--- config.mk ---
export PLATFORM = sky130hd
export DESIGN_NAME = annexb_start_code_splitter
export DESIGN_NICKNAME = d
export VERILOG_FILES = /design/src/design/asc_pkg.sv /design/src/design/annexb_start_code_splitter.sv /design/src/design/asc_front.sv /design/src/design/asc_fifo.sv /design/src/design/asc_back.sv
export SDC_FILE = /design/constraint.sdc
export NUM_CORES = 1
export LEC_CHECK = 0
export ABC_AREA = 1
export BUFFER_PORTS_ARGS = -buffer_cell sky130_fd_sc_hd__buf_2
export CAP_MARGIN = 20
export CORE_MARGIN = 4
export CORE_UTILIZATION = 60
export DETAILED_ROUTE_END_ITERATION = 8
export PLACE_DENSITY_LB_ADDON = 0.2
export SETUP_SLACK_MARGIN = 0.1
export SYNTH_ARGS = -nofsm -noshare
export SYNTH_HDL_FRONTEND = slang
export SYNTH_SLANG_ARGS = --single-unit
--- constraint.sdc ---
create_clock -name i_clk -period 4.8 [get_ports i_clk]
set_clock_uncertainty 0.15 [all_clocks]
set_input_delay 0 -clock i_clk [delete_from_list [all_inputs] [get_ports i_clk]]
set_output_delay 0 -clock i_clk [all_outputs]
set_load 0.005 [all_outputs]
--- src/design/asc_pkg.sv ---
// ----------------------------------------------------------------------------
// asc_pkg
// Shared types and constants for the Annex B start code splitter.
// ----------------------------------------------------------------------------
package asc_pkg;

    localparam int QDEPTH = 4;                 // command queue entries
    localparam int QAW    = $clog2(QDEPTH);    // queue pointer width
    localparam int QCW    = $clog2(QDEPTH + 1);// queue fill count width

    localparam logic [7:0] BYTE_ZERO = 8'h00;
    localparam logic [7:0] BYTE_ONE  = 8'h01;
    localparam logic [4:0] TYPE_MASK = 5'h1F;
    localparam logic [1:0] ZRUN_MAX  = 2'd3;

    // One classified input byte: the work the back end has to carry out.
    // Order of operations: nzero zero bytes, then data (if has_byte),
    // then close of the current unit, then the awaiting-first update.
    typedef struct packed {
        logic [2:0] nzero;
        logic       has_byte;
        logic [7:0] data;
        logic       close;
        logic       await_set;
        logic       await_clr;
    } t_cmd;

endpackage

--- src/design/annexb_start_code_splitter.sv ---
// ----------------------------------------------------------------------------
// annexb_start_code_splitter
// Splits an Annex B byte stream into unit payload bytes tagged with the
// unit type and first/end marks.
//
//   channel   dir  handshake           payload
//   input     in   i_valid / o_ready   i_stream_byte, i_buffer_end
//   result    out  o_valid / i_ready   o_payload_byte, o_unit_type,
//                                      o_unit_first, o_unit_end, o_run_last
//
// One byte per clock is accepted while each byte needs at most one back-end
// operation and the output is not stalled. The back end runs a byte's
// released zeros, byte, unit close in turn, at most one result each.
// A 4-entry command queue lets the input keep moving while the back end or
// the result register is stalled. Synchronous active-low reset, no clearing
// pass; o_ready is low during reset and the first byte can be taken in the
// cycle after reset is released.
// ----------------------------------------------------------------------------
module annexb_start_code_splitter
    import asc_pkg::*;
(
    input  logic       i_clk,
    input  logic       i_rst_n,
    input  logic       i_valid,
    output logic       o_ready,
    input  logic [7:0] i_stream_byte,
    input  logic       i_buffer_end,
    output logic       o_valid,
    input  logic       i_ready,
    output logic [7:0] o_payload_byte,
    output logic [4:0] o_unit_type,
    output logic       o_unit_first,
    output logic       o_unit_end,
    output logic       o_run_last
);

    logic push;
    logic space;
    logic pop;
    logic head_valid;
    t_cmd push_cmd;
    t_cmd head_cmd;

    asc_front u_front (
        .i_clk         (i_clk),
        .i_rst_n       (i_rst_n),
        .i_valid       (i_valid),
        .o_ready       (o_ready),
        .i_stream_byte (i_stream_byte),
        .i_buffer_end  (i_buffer_end),
        .i_space       (space),
        .o_push        (push),
        .o_cmd         (push_cmd)
    );

    asc_fifo u_fifo (
        .i_clk   (i_clk),
        .i_rst_n (i_rst_n),
        .i_push  (push),
        .i_cmd   (push_cmd),
        .o_space (space),
        .i_pop   (pop),
        .o_valid (head_valid),
        .o_cmd   (head_cmd)
    );

    asc_back u_back (
        .i_clk          (i_clk),
        .i_rst_n        (i_rst_n),
        .i_cmd_valid    (head_valid),
        .i_cmd          (head_cmd),
        .o_pop          (pop),
        .o_valid        (o_valid),
        .i_ready        (i_ready),
        .o_payload_byte (o_payload_byte),
        .o_unit_type    (o_unit_type),
        .o_unit_first   (o_unit_first),
        .o_unit_end     (o_unit_end),
        .o_run_last     (o_run_last)
    );

endmodule

--- src/design/asc_front.sv ---
// ----------------------------------------------------------------------------
// asc_front
// Input side: tracks the zero run and start codes and turns each input byte
// into one command for the back end.
// ----------------------------------------------------------------------------
module asc_front
    import asc_pkg::*;
(
    input  logic       i_clk,
    input  logic       i_rst_n,
    input  logic       i_valid,
    output logic       o_ready,
    input  logic [7:0] i_stream_byte,
    input  logic       i_buffer_end,
    input  logic       i_space,
    output logic       o_push,
    output t_cmd       o_cmd
);

    logic [1:0] r_zero_run, n_zero_run;
    logic       r_inside, n_inside;

    logic [1:0] zr_mid;
    logic [2:0] nz;
    logic       has;
    logic       start;

    // no transfer while reset is held
    assign o_ready = i_space & i_rst_n;
    assign o_push  = i_valid & o_ready;

    always_comb begin
        zr_mid = r_zero_run;
        nz     = 3'd0;
        has    = 1'b0;
        start  = 1'b0;
        if (i_stream_byte == BYTE_ZERO) begin
            if (r_zero_run != ZRUN_MAX) begin
                zr_mid = r_zero_run + 2'd1;
            end else begin
                nz = 3'd1;  // oldest zero of a long run becomes payload
            end
        end else if (i_stream_byte == BYTE_ONE && r_zero_run[1]) begin
            start  = 1'b1;
            zr_mid = 2'd0;
        end else begin
            nz     = {1'b0, r_zero_run};
            has    = 1'b1;
            zr_mid = 2'd0;
        end
        // buffer end flushes whatever zeros are still held
        if (i_buffer_end) begin
            nz = nz + {1'b0, zr_mid};
        end

        o_cmd.nzero     = r_inside ? nz : 3'd0;
        o_cmd.has_byte  = r_inside & has;
        o_cmd.data      = i_stream_byte;
        o_cmd.close     = start | i_buffer_end;
        o_cmd.await_set = start & ~i_buffer_end;
        o_cmd.await_clr = i_buffer_end;

        n_zero_run = i_buffer_end ? 2'd0 : zr_mid;
        n_inside   = i_buffer_end ? 1'b0 : (start | r_inside);
    end

    always_ff @(posedge i_clk) begin
        if (!i_rst_n) begin
            r_zero_run <= 2'd0;
            r_inside   <= 1'b0;
        end else if (o_push) begin
            r_zero_run <= n_zero_run;
            r_inside   <= n_inside;
        end
    end

endmodule

--- src/design/asc_fifo.sv ---
// ----------------------------------------------------------------------------
// asc_fifo
// Short command queue between the front and back ends.
// ----------------------------------------------------------------------------
module asc_fifo
    import asc_pkg::*;
(
    input  logic i_clk,
    input  logic i_rst_n,
    input  logic i_push,
    input  t_cmd i_cmd,
    output logic o_space,
    input  logic i_pop,
    output logic o_valid,
    output t_cmd o_cmd
);

    t_cmd           r_mem [QDEPTH];
    logic [QAW-1:0] r_wr_ptr;
    logic [QAW-1:0] r_rd_ptr;
    logic [QCW-1:0] r_count;

    assign o_space = (r_count != QCW'(QDEPTH));
    assign o_valid = (r_count != '0);
    assign o_cmd   = r_mem[r_rd_ptr];

    always_ff @(posedge i_clk) begin
        if (!i_rst_n) begin
            r_wr_ptr <= '0;
            r_rd_ptr <= '0;
            r_count  <= '0;
        end else begin
            if (i_push) begin
                r_wr_ptr <= r_wr_ptr + QAW'(1);
            end
            if (i_pop) begin
                r_rd_ptr <= r_rd_ptr + QAW'(1);
            end
            if (i_push && !i_pop) begin
                r_count <= r_count + QCW'(1);
            end else if (!i_push && i_pop) begin
                r_count <= r_count - QCW'(1);
            end
        end
    end

    always_ff @(posedge i_clk) begin
        if (i_push) begin
            r_mem[r_wr_ptr] <= i_cmd;
        end
    end

endmodule

--- src/design/asc_back.sv ---
// ----------------------------------------------------------------------------
// asc_back
// Output side: runs each command one operation per cycle against the held
// payload byte and drives the result register, waiting while it is stalled.
// ----------------------------------------------------------------------------
module asc_back
    import asc_pkg::*;
(
    input  logic       i_clk,
    input  logic       i_rst_n,
    input  logic       i_cmd_valid,
    input  t_cmd       i_cmd,
    output logic       o_pop,
    output logic       o_valid,
    input  logic       i_ready,
    output logic [7:0] o_payload_byte,
    output logic [4:0] o_unit_type,
    output logic       o_unit_first,
    output logic       o_unit_end,
    output logic       o_run_last
);

    // per-command progress
    logic [2:0] r_zdone, n_zdone;
    logic       r_bdone, n_bdone;
    // unit state
    logic       r_held_valid, n_held_valid;
    logic       r_held_first, n_held_first;
    logic       r_awaiting, n_awaiting;
    logic [7:0] r_held_byte, n_held_byte;
    logic [4:0] r_type, n_type;
    // result register
    logic       r_out_valid;
    logic [7:0] r_out_byte;
    logic [4:0] r_out_type;
    logic       r_out_first;
    logic       r_out_end;
    logic       r_out_last;

    logic       op_zero, op_byte, op_close, op_acc;
    logic [7:0] acc_x;
    logic       is_final;
    logic       emits;
    logic       go;

    always_comb begin
        op_zero  = i_cmd_valid && (r_zdone < i_cmd.nzero);
        op_byte  = i_cmd_valid && !op_zero && i_cmd.has_byte && !r_bdone;
        op_close = i_cmd_valid && !op_zero && !op_byte && i_cmd.close;
        op_acc   = op_zero | op_byte;
        acc_x    = op_zero ? BYTE_ZERO : i_cmd.data;

        if (op_zero) begin
            is_final = (r_zdone + 3'd1 == i_cmd.nzero) && !i_cmd.has_byte && !i_cmd.close;
        end else if (op_byte) begin
            is_final = !i_cmd.close;
        end else begin
            is_final = 1'b1;
        end

        // every op after an accumulate emits, so a final emitting op ends the run
        emits = (op_acc | op_close) & r_held_valid;
        go    = i_cmd_valid && (!emits || !r_out_valid || i_ready);
        o_pop = go & is_final;

        n_held_valid = r_held_valid;
        n_held_first = r_held_first;
        n_held_byte  = r_held_byte;
        n_awaiting   = r_awaiting;
        n_type       = r_type;
        if (op_acc) begin
            n_held_valid = 1'b1;
            n_held_byte  = acc_x;
            if (r_awaiting) begin
                n_type       = acc_x[4:0] & TYPE_MASK;
                n_held_first = 1'b1;
                n_awaiting   = 1'b0;
            end else begin
                n_held_first = 1'b0;
            end
        end
        if (op_close) begin
            n_held_valid = 1'b0;
            n_held_first = 1'b0;
        end
        if (is_final) begin
            if (i_cmd.await_set) begin
                n_awaiting = 1'b1;
            end
            if (i_cmd.await_clr) begin
                n_awaiting = 1'b0;
            end
        end

        n_zdone = is_final ? 3'd0 : (op_zero ? r_zdone + 3'd1 : r_zdone);
        n_bdone = is_final ? 1'b0 : (op_byte | r_bdone);
    end

    always_ff @(posedge i_clk) begin
        if (!i_rst_n) begin
            r_zdone      <= 3'd0;
            r_bdone      <= 1'b0;
            r_held_valid <= 1'b0;
            r_held_first <= 1'b0;
            r_awaiting   <= 1'b0;
            r_type       <= 5'd0;
            r_out_valid  <= 1'b0;
        end else begin
            if (go) begin
                r_zdone      <= n_zdone;
                r_bdone      <= n_bdone;
                r_held_valid <= n_held_valid;
                r_held_first <= n_held_first;
                r_awaiting   <= n_awaiting;
                r_type       <= n_type;
            end
            if (go && emits) begin
                r_out_valid <= 1'b1;
            end else if (i_ready) begin
                r_out_valid <= 1'b0;
            end
        end
    end

    always_ff @(posedge i_clk) begin
        if (go) begin
            r_held_byte <= n_held_byte;
        end
        if (go && emits) begin
            r_out_byte  <= r_held_byte;
            r_out_type  <= r_type;
            r_out_first <= r_held_first;
            r_out_end   <= op_close;
            r_out_last  <= is_final;
        end
    end

    assign o_valid        = r_out_valid;
    assign o_payload_byte = r_out_byte;
    assign o_unit_type    = r_out_type;
    assign o_unit_first   = r_out_first;
    assign o_unit_end     = r_out_end;
    assign o_run_last     = r_out_last;

`ifndef SYNTHESIS
    a_first_needs_held: assert property (@(posedge i_clk) disable iff (!i_rst_n)
        r_held_first |-> r_held_valid)
        else $error("held byte marked first without a held byte");

    a_awaiting_empty: assert property (@(posedge i_clk) disable iff (!i_rst_n)
        r_awaiting |-> !r_held_valid)
        else $error("byte held while waiting for a unit's first byte");

    a_zero_progress: assert property (@(posedge i_clk) disable iff (!i_rst_n)
        r_zdone != 3'd0 |-> (i_cmd_valid && (r_zdone <= i_cmd.nzero)))
        else $error("zero progress count beyond its command");

    a_stall_holds: assert property (@(posedge i_clk) disable iff (!i_rst_n)
        (r_out_valid && !i_ready && r_held_valid && i_cmd_valid &&
         (r_zdone < i_cmd.nzero || i_cmd.has_byte || i_cmd.close)) |-> !o_pop)
        else $error("command retired while its result could not be stored");
`endif

endmodule
==> results of run 1 <==
-- worst min-delay path by stage --
stage / to
floorplan: u_front.r_inside$_SDFFE_PN0P_
global placement: u_fifo.r_mem[2][9]$_DFFE_PP_
detailed placement: u_fifo.r_mem[0][10]$_DFFE_PP_
CTS: u_fifo.r_mem[0][10]$_DFFE_PP_
global route: u_fifo.r_mem[2][9]$_DFFE_PP_
finish: u_fifo.r_mem[2][9]$_DFFE_PP_
-- timing repair --
action	4_1_cts	5_1_grt
hold buffers	12	0
endpoints found under the setup margin	0	0
endpoints found under the hold margin	63	0
-- critical path, stage by stage (launching register included) --
cell and delay [ns]:
dfxtp_1 0.33, inv_2 0.35, nand2_1 0.09, nand3_1 0.11, nand2_1 0.09, ha_1 0.29
nand2_1 0.06, nand2_1 0.04, nor2_1 0.22, nand2_2 0.22, nand3_4 0.17, nand2_2 0.08
nand2_4 0.11, nor2_4 0.06, inv_1 0.06, ha_1 0.13, inv_1 0.06, fa_1 0.38
a21oi_1 0.15, o21ai_0 0.11, o21ai_0 0.15, a21oi_1 0.05
-- kinds of logic (layout without fill, tap and decap cells) --
family                   count (synthesis)  count (layout)  synth area share
AO/OA/AOI/OAI                           68              68            0.0783
XOR/XNOR                                 1               1           0.00188
adder cells (fa/ha/maj)                 12              12            0.0338
buffers and inverters                   70             121            0.0600
flip-flops                             109             109             0.648
AND/OR/NAND/NOR                        178             178             0.179
-- sequential cells by signal, summed over array words and instances, names as in the netlist, named ones only --
name                   cells
u_back.o_unit_type         5
u_back.r_awaiting          1
u_fifo.r_mem              60
u_back.r_held_first        1
u_back.o_run_last          1
u_back.o_unit_first        1
u_back.r_bdone             1
u_front.r_zero_run         2
u_back.o_unit_end          1
u_back.r_held_valid        1
u_fifo.r_count             3
u_back.o_payload_byte      8
u_back.r_type              5
u_back.o_valid             1
u_back.r_zdone             3
u_back.r_held_byte         8
u_front.r_inside           1
u_fifo.r_wr_ptr            2
u_fifo.r_rd_ptr            2
-- cells in the mapped netlist (all sizes together) --
cell type  number
or2             2
a211oi          1
o21bai          1
edfxtp         84
o31ai           1
fa              1
dfxtp          25
buf             5
nand2          78
a21oi          19
nand3          22
nand3b          2
ha             11
nor2           69
nor3            5
o21ai          35
xor2            1
inv            57
clkinv          1
clkbuf          7
o22ai          11
-- routing by layer --
layer	vias up	wire [µm]	track usage
li1	1556	-	-
met1	1367	3930	0.275
met2	79	4010	0.333
met3	11	379	0.0367
met4	0	154	0.0829
met5	-	0	0
-- power groups by stage --
stage	logic [mW]	registers, mW	clock network, mW
floorplan	0.839	1.26	0
global placement	0.998	1.27	0
detailed placement	1.03	1.28	0
CTS	1.05	1.26	0.492
global route	1.20	1.27	0.532
finish	1.05	1.26	0.485
-- final cells by class --
| class | instances | area (µm²) |
|---|---|---|
| flip-flops and latches | 109 | 3020 |
| fillers | 556 | 2200 |
| multi-input cells | 259 | 1370 |
| repair buffers | 48 | 315 |
| inverters | 58 | 218 |
| clock buffers | 11 | 131 |
| well taps | 99 | 124 |
| clock inverters | 4 | 32.5 |
-- per-stage QoR --
step	hold WS, ns	setup WS, ns
after floorplan	-0.0544	1.65
after global placement	0.0793	1.38
after detailed placement	0.0870	1.22
after CTS	0.234	1.20
after global routing	0.270	0.766
final	0.259	1.22
==> results.md, run 1 <==
- RSZ-0062 raised after global routing: no
- H-Tree Depth: 3
- Sink Count: 109
- WHS Path Cells: 2
- Clock share of power: 0.174
- Clock buffer count from CTS: 9
- Endpoint class of the critical path: flip-flop
- CP Launch Type: flip-flop
- Synth Register Bits: 109
- Largest area contributor in the netlist: edfxtp_1
- Finished Layout Cells: 588
- Status: finished, final reports clean
- Antenna diode count: 0
- Peak VDD IR: 0.000270 V
- PortBufs: 30
- Final wirelength: 8480 µm
- DRT iter0 DRCs: 170
- Clk buf depth: 2
- Die ar.: 9260 µm²
- Worst-Skew Late Latency: 0.37 ns
- FP Rows: 31
- GRT Residual Overflow: 0
- Routed Antenna Nets: 0
- Worst endpoint data arrival time: 3.68 ns
- Setup tns final: 0 ns
- Worst setup path end: u_fifo.r_count[2]$_SDFFE_PN0P_
- Placed insts: 561
- Most frequent cells in the layout: edfxtp_1 (84), nand2_1 (69), nor2_1 (60)
- Top-area cell type share of the netlist area: 0.540
- Critical Path RT: 4.89 ns
- Reg-to-reg endpoint: u_fifo.r_count[2]$_SDFFE_PN0P_
- GRT Total Usage: 0.206
- Number of global-route vias before repair: 2921
- Largest net degree at the start of global routing: 31
- Hold path start: i_stream_byte[6]
- Fraction of layout cells with a size suffix above 1: 0.155
- Placed cell area: 4920 µm²
- Overall Power: 2.79 mW
- Max-slew violations: 0
- Layout area overhead: 11.6%
- First-pass GRT wire length: 14100 µm
- Max Fclk: 0.279 GHz
- Pleak: 2.13 nW
- Hold Path Class: primary input to flip-flop
- Post-CTS setup buffer count: 0
- Cell Area, Synth: 4670 µm²
- Vias: 3013
- Synth area leaders: edfxtp_1 (54%), dfxtp_1 (11%), nand2_1 (5.5%)
- Reg2Reg Depth: 21
- Commonest non-fill, non-tap cell in the layout: edfxtp_1
- Rel. slew slack: 0.638
- Fin crit share: 0.746
- Critical path type: flip-flop to flip-flop
- Antenna violations before repair: 0
- Gate Count Post-Synth: 438
- Peak fanout along the critical path: 30
- Flop pwr share: 0.451
- DRC viols: 0
- Min cycle time layout: 3.58 ns
- Final setup viols: 0
- Initial Util: 0.630
- CTS tree: done
- Worst-path clk slew: 0.10 ns
- Seq/Total Area, Yosys: 0.648
- Reg2reg setup slack: 1.22 ns
- Die width: 96.2 µm
- Post-synth net total: 463
- Power Density: 535 nW/µm²
- Layout Nets: 510
- Post-CTS Resized: 0
- Initial DRT Pass Iterations: 4
- Final instance area: 5210 µm²
- Post-DR vias/cell: 5.12
- Internal: 1.73 mW
- Net Sw Power: 1.06 mW
- Core area: 7410 µm²
- Switching Share: 0.380
- Worst-Margin Slew: 0.538 ns
- Final RePlAce weighted congestion: 0.872
- Synth Warn #: 0
- Synth unique cells: 32
- Comb pwr share: 0.375
- Fin. Hold Viols: 0
- IO Count: 31
- Finished Core Util: 0.703
- Die Span Y: 96.2 µm
- Max-Cap Viols: 0
- DR WL/cell: 14.4 µm
- Root Driver: clkbuf_8
- Final HPWL DP: 5960 µm
- Mean Syn Cell Area: 10.7 µm²
No activity file was read; power rests on OpenSTA's default activity.
==> inputs of run 2 (changes only) <==
--- a/config.mk
+++ b/config.mk
@@ -9,7 +9,7 @@
 export BUFFER_PORTS_ARGS = -buffer_cell sky130_fd_sc_hd__buf_2
 export CAP_MARGIN = 20
 export CORE_MARGIN = 4
-export CORE_UTILIZATION = 60
+export CORE_UTILIZATION = 54
 export DETAILED_ROUTE_END_ITERATION = 8
 export PLACE_DENSITY_LB_ADDON = 0.2
 export SETUP_SLACK_MARGIN = 0.1
==> constraint.sdc (replaced) <==
create_clock -name i_clk -period 3.25 [get_ports i_clk]
set_clock_uncertainty 0.15 [all_clocks]
set_input_delay 0 -clock i_clk [delete_from_list [all_inputs] [get_ports i_clk]]
set_output_delay 0 -clock i_clk [all_outputs]
set_load 0.005 [all_outputs]
==> results.md, run 2 (same netlist as run 1, synthesis figures left out) <==
- Clk buf depth: 2
- Final WS setup: 0.133 ns
- Status: finished, final reports clean
- Peak VDD IR: 0.000354 V
- Fraction of layout cells with a size suffix above 1: 0.244
- Area occupied by registers: 3030 µm²
- Worst-Margin Slew: 0.548 ns
- CP max stage delay: 0.39 ns
- Setup tns final: 0 ns
- Layout area overhead: 19.1%
- GRT Residual Overflow: 0
- Crit path cell chain: inv_8 > nand2_4 > nand3_2 > nand2_2 > ha_4 > nand2_4 > nor2_4 > nor2_4 > nor2_4 > nand3_4 > nand2_2 > nand2_2 > nand2_2 > nor2_4 > inv_1 > ha_2 > inv_4 > fa_2 > a21oi_2 > o21ai_2 > o21ai_1 > a21oi_1
- Final hold slack: 0.250 ns
- Critical path's top delay family: simple AND/OR/NAND/NOR gates
- Bufs and invs on worst path: 3
- Endpoint class of the critical path: flip-flop
- Largest reg by FF count: u_fifo.r_mem
- Post-DR vias/cell: 5.19
- Die ar.: 10200 µm²
- GRT Total Usage: 0.189
- Final setup viols: 0
- Rel. slew slack: 0.631
- Reg2Reg Depth: 22
- Largest net degree at the start of global routing: 25
- Final wirelength: 9300 µm
- Overall Power: 4.63 mW
- Footprint of the multi-input gates: 1490 µm²
- IO Count: 31
- Final HPWL DP: 6100 µm
- Antenna violations before repair: 0
- Die Span Y: 101 µm
- First-pass GRT wire length: 14800 µm
- Root Driver: clkbuf_8
- Max-slew violations: 0
- Worst endpoint data arrival time: 3.24 ns
- PortBufs: 30
- Commonest non-fill, non-tap cell in the layout: edfxtp_1
- H-Tree Depth: 3
- Reg2reg setup slack: 0.13 ns
- Worst-Skew Late Latency: 0.37 ns
- Initial Util: 0.562
- CTS tree: done
- Vias: 3209
- Min cycle time layout: 3.12 ns
- Clock buffer count from CTS: 9
- Die width: 101 µm
- Critical path type: flip-flop to flip-flop
- Core area: 8300 µm²
- Antenna diode count: 0
- Fin. Hold Viols: 0
- Power Density: 833 nW/µm²
- Largest register FFs: 60
- CP Depth: 22
- FP Rows: 33
- Max-Cap Viols: 0
- Layout Nets: 533
- Final instance area: 5560 µm²
- Fill cells: 653
- DR WL/cell: 15.0 µm
- Initial DRT Pass Iterations: 4
- Reg-to-reg endpoint: u_fifo.r_count[2]$_SDFFE_PN0P_
- Pleak: 2.29 nW
- Fin crit share: 0.959
- Placement Setup Slack: 0.0146 ns
- Peak fanout along the critical path: 7
- Worst setup path end: u_fifo.r_count[2]$_SDFFE_PN0P_
- Sink Count: 109
- Worst-path clk slew: 0.11 ns
- Most frequent cells in the layout: edfxtp_1 (84), nand2_1 (60), nor2_1 (58)
- Number of global-route vias before repair: 3048
- Max Fclk: 0.321 GHz
- DRC viols: 0
- Placed cell area: 5020 µm²
- DRT iter0 DRCs: 117
- Routed Antenna Nets: 0
- CP Launch Type: flip-flop
- Critical Path RT: 3.37 ns
- Slowest stage cell, crit path: dfxtp_4
- Hold Path Class: primary input to flip-flop
- Final RePlAce weighted congestion: 0.857
[run 2: changes by cell type in the layout (fill, tap and decap cells not counted), sizes merged]
cell | previous run | this run
clkbuf | 11 | 9
dlygate4sd3 | 12 | 14
clkinvlp | 0 | 2
clkinv | 3 | 4
buf | 36 | 57
[run 2: layout make-up]
cell class	instances	share of cell area
clock buffers	9	0.0223
clock inverters	7	0.0108
inverters	58	0.0410
multi-input cells	259	0.269
flip-flops and latches	109	0.545
well taps	105	0.0236
repair buffers	71	0.0887
[run 2: where the power goes]
part | switching, mW | internal (mW) | total, mW
clock network | 0.484 | 0.290 | 0.774
registers | 0.105 | 1.77 | 1.88
logic | 1.22 | 0.761 | 1.98
[run 2: worst register-to-register path, delay by kind of cell, from the launching register on]
kind	cells	cell delay, ns
simple gates	12	1.04
fa+ha+maj	3	0.85
compound gates	4	0.40
flops	1	0.39
buf+inv	3	0.20
[run 2: what timing repair did]
item,in CTS,in global routing
pin swaps,3,14
cloned,0,0
gates resized for setup,3,40
setup endpoints to repair,2,2
setup buffers,1,8
endpoints found under the hold margin,69,0
hold buffers,14,0
[run 2: worst min-delay path by stage]
| stage | to | depth (start not counted) | from | slack (ns) |
|---|---|---|---|---|
| floorplan | u_front.r_inside$_SDFFE_PN0P_ | 1 | i_buffer_end | -0.05 |
| global placement | u_fifo.r_mem[0][9]$_DFFE_PP_ | 1 | i_stream_byte[6] | 0.08 |
| detailed placement | u_fifo.r_mem[3][8]$_DFFE_PP_ | 1 | i_stream_byte[5] | 0.09 |
| CTS | u_fifo.r_mem[1][8]$_DFFE_PP_ | 2 | i_stream_byte[5] | 0.23 |
| global route | u_fifo.r_mem[0][6]$_DFFE_PP_ | 2 | i_stream_byte[3] | 0.24 |
| finish | u_fifo.r_mem[0][9]$_DFFE_PP_ | 2 | i_stream_byte[6] | 0.25 |
[run 2: routing by layer]
layer / GRT usage / vias to the layer above / part of all wire
met1: 0.258 / 1520 / 0.45
li1: - / 1604 / -
met3: 0.0311 / 18 / 0.037
met2: 0.305 / 67 / 0.49
met4: 0.0695 / 0 / 0.019
met5: 0 / - / 0
[run 2: per-stage QoR]
| stage | utilization | std cells |
|---|---|---|
| floorplan | - | 438 |
| global route | 0.670 | 618 |
| global placement | 0.605 | 579 |
| detailed placement | 0.605 | 579 |
| CTS | 0.646 | 610 |
| finish | 0.670 | 618 |
==> inputs of run 3 (changes only) <==
--- a/config.mk
+++ b/config.mk
@@ -9,7 +9,7 @@
 export BUFFER_PORTS_ARGS = -buffer_cell sky130_fd_sc_hd__buf_2
 export CAP_MARGIN = 20
 export CORE_MARGIN = 4
-export CORE_UTILIZATION = 54
+export CORE_UTILIZATION = 60
 export DETAILED_ROUTE_END_ITERATION = 8
 export PLACE_DENSITY_LB_ADDON = 0.2
 export SETUP_SLACK_MARGIN = 0.1
==> constraint.sdc (replaced) <==
create_clock -name i_clk -period 3.3 [get_ports i_clk]
set_clock_uncertainty 0.15 [all_clocks]
set_input_delay 0 -clock i_clk [delete_from_list [all_inputs] [get_ports i_clk]]
set_output_delay 0 -clock i_clk [all_outputs]
set_load 0.005 [all_outputs]
==> results.md, run 3 (same netlist as run 1, synthesis figures left out) <==
- Status: finished, final reports clean
- Sink Count: 109
- Layout area overhead: 16.9%
- Routed Antenna Nets: 0
- Clock buffer count from CTS: 9
- Placed insts: 568
- H-Tree Depth: 3
- Die ar.: 9260 µm²
- Endpoint class of the critical path: flip-flop
- Finished Layout Cells: 607
- Fin. Hold Viols: 0
- Rel. slew slack: 0.647
- Final RePlAce weighted congestion: 0.787
- Initial DRT Pass Iterations: 5
- Largest net degree at the start of global routing: 25
- Hold path start: i_stream_byte[6]
- Final instance area: 5460 µm²
- FP Rows: 31
- Fin crit share: 0.917
- Max Fclk: 0.331 GHz
- Clk buf depth: 2
- Root Driver: clkbuf_8
- Final wirelength: 8510 µm
- Largest reg by FF count: u_fifo.r_mem
- Hold Path Class: primary input to flip-flop
- Max-Cap Viols: 0
- Worst-Margin Slew: 0.529 ns
- Number of global-route vias before repair: 3009
- Initial Util: 0.630
- Slowest stage cell, crit path: dfxtp_4
- Crit path cell chain: inv_4 > nand2_1 > nand3_1 > nand2_1 > ha_1 > nand2_1 > nor2_2 > nor2_4 > nor2_4 > nand3_4 > nand3_4 > nand2_2 > nand2_4 > nor2_4 > inv_1 > ha_1 > inv_1 > fa_2 > a21oi_1 > o21ai_1 > o21ai_1 > a21oi_1
- CP Launch Type: flip-flop
- Most frequent cells in the layout: edfxtp_1 (84), nand2_1 (68), nor2_1 (58)
- First-pass GRT wire length: 14000 µm
- IO Count: 31
- DRC viols: 0
- Commonest non-fill, non-tap cell in the layout: edfxtp_1
- Core area: 7410 µm²
- Post-DR vias/cell: 5.24
- Critical Path RT: 3.41 ns
- Worst-path clk slew: 0.10 ns
- PortBufs: 30
- DR WL/cell: 14.0 µm
- Fraction of layout cells with a size suffix above 1: 0.207
- Die width: 96.2 µm
- Placed cell area: 4980 µm²
- Max-slew violations: 0
- RSZ-0062 raised after global routing: yes
- Power Density: 811 nW/µm²
- Peak VDD IR: 0.000331 V
- Critical path type: flip-flop to flip-flop
- CTS tree: done
- Peak fanout along the critical path: 7
- DRT iter0 DRCs: 218
- GRT Residual Overflow: 0
- GRT Total Usage: 0.202
- Worst-Skew Late Latency: 0.36 ns
- Antenna violations before repair: 0
- Pleak: 2.25 nW
- Die Span Y: 96.2 µm
- Vias: 3180
- Final setup viols: 0
- Antenna diode count: 0
- Min cycle time layout: 3.03 ns
- Worst endpoint data arrival time: 3.14 ns
- Largest register FFs: 60
- Final HPWL DP: 5900 µm
- CP max stage delay: 0.39 ns
- Layout Nets: 528
run 3: cell count changes in the layout (fill, tap and decap cells not counted), moves of 2 or more:
cell / delta
nand2_1: +8
ha_1: +3
inv_8: -2
buf_4: -7
ha_2: -2
clkinv_8: +2
nand2_2: -3
nand2_4: -5
run 3: path summary, 6_finish.rpt:
path / to / slack [ns] / depth (start not counted)
setup / recovery: u_fifo.r_count[2]$_SDFFE_PN0P_ / 0.27 / 22
hold / removal: u_fifo.r_mem[2][9]$_DFFE_PP_ / 0.25 / 2
setup reg to reg: u_fifo.r_count[2]$_SDFFE_PN0P_ / 0.27 / 22
hold reg to reg: u_back.o_payload_byte[1]$_DFFE_PP_ / 0.28 / 0
run 3: stage by stage:
step / utilization / total power [mW] / worst slack [ns] / setup TNS [ns] / hold WS, ns
after floorplan: - / 3.06 / 0.149 / 0 / -0.0544
after global placement: 0.672 / 3.37 / 0.150 / 0 / 0.0792
after detailed placement: 0.672 / 3.43 / -0.00699 / -0.00699 / 0.0799
after CTS: 0.725 / 4.27 / 0.101 / 0 / 0.224
after global routing: 0.737 / 4.74 / 0.0645 / 0 / 0.233
final: 0.737 / 4.43 / 0.274 / 0 / 0.249
run 3: report_power, final:
group,internal (mW),leakage [nW],switching [mW]
Clock,0.300,0.0987,0.478
Sequential,1.74,0.987,0.104
Combinational,0.679,1.16,1.12
run 3: layer usage:
metal,share of wire,up-vias,global-route usage
li1,-,1594,-
met3,0.051,13,0.0258
met1,0.44,1470,0.267
met5,0,-,0
met4,0.017,0,0.0818
met2,0.49,103,0.340
run 3: timing repair:
| action | CTS | global route |
|---|---|---|
| setup buffers | 4 | 4 |
| setup endpoints to repair | 2 | 2 |
| pin swaps | 4 | 4 |
| hold buffers | 15 | 0 |
| endpoints found under the hold margin | 67 | 0 |
| resized for setup | 6 | 15 |
run 3: area by class of cell:
type | instances | area, µm²
sequential | 109 | 3030
fill | 525 | 1950
multi-input combinational | 259 | 1410
timing repair buffer | 66 | 465
inverter | 58 | 220
clock buffer | 9 | 124
tap | 99 | 124
clock inverter | 7 | 82.6
run 3: worst max-delay path, delay by kind of cell (launching register included):
family                     cells  cell delay (ns)
and+or+nand+nor               12             1.04
adders and majority gates      3             0.76
buffers and inverters          3             0.20
DFF                            1             0.39
AOI/OAI and AO/OA              4             0.40
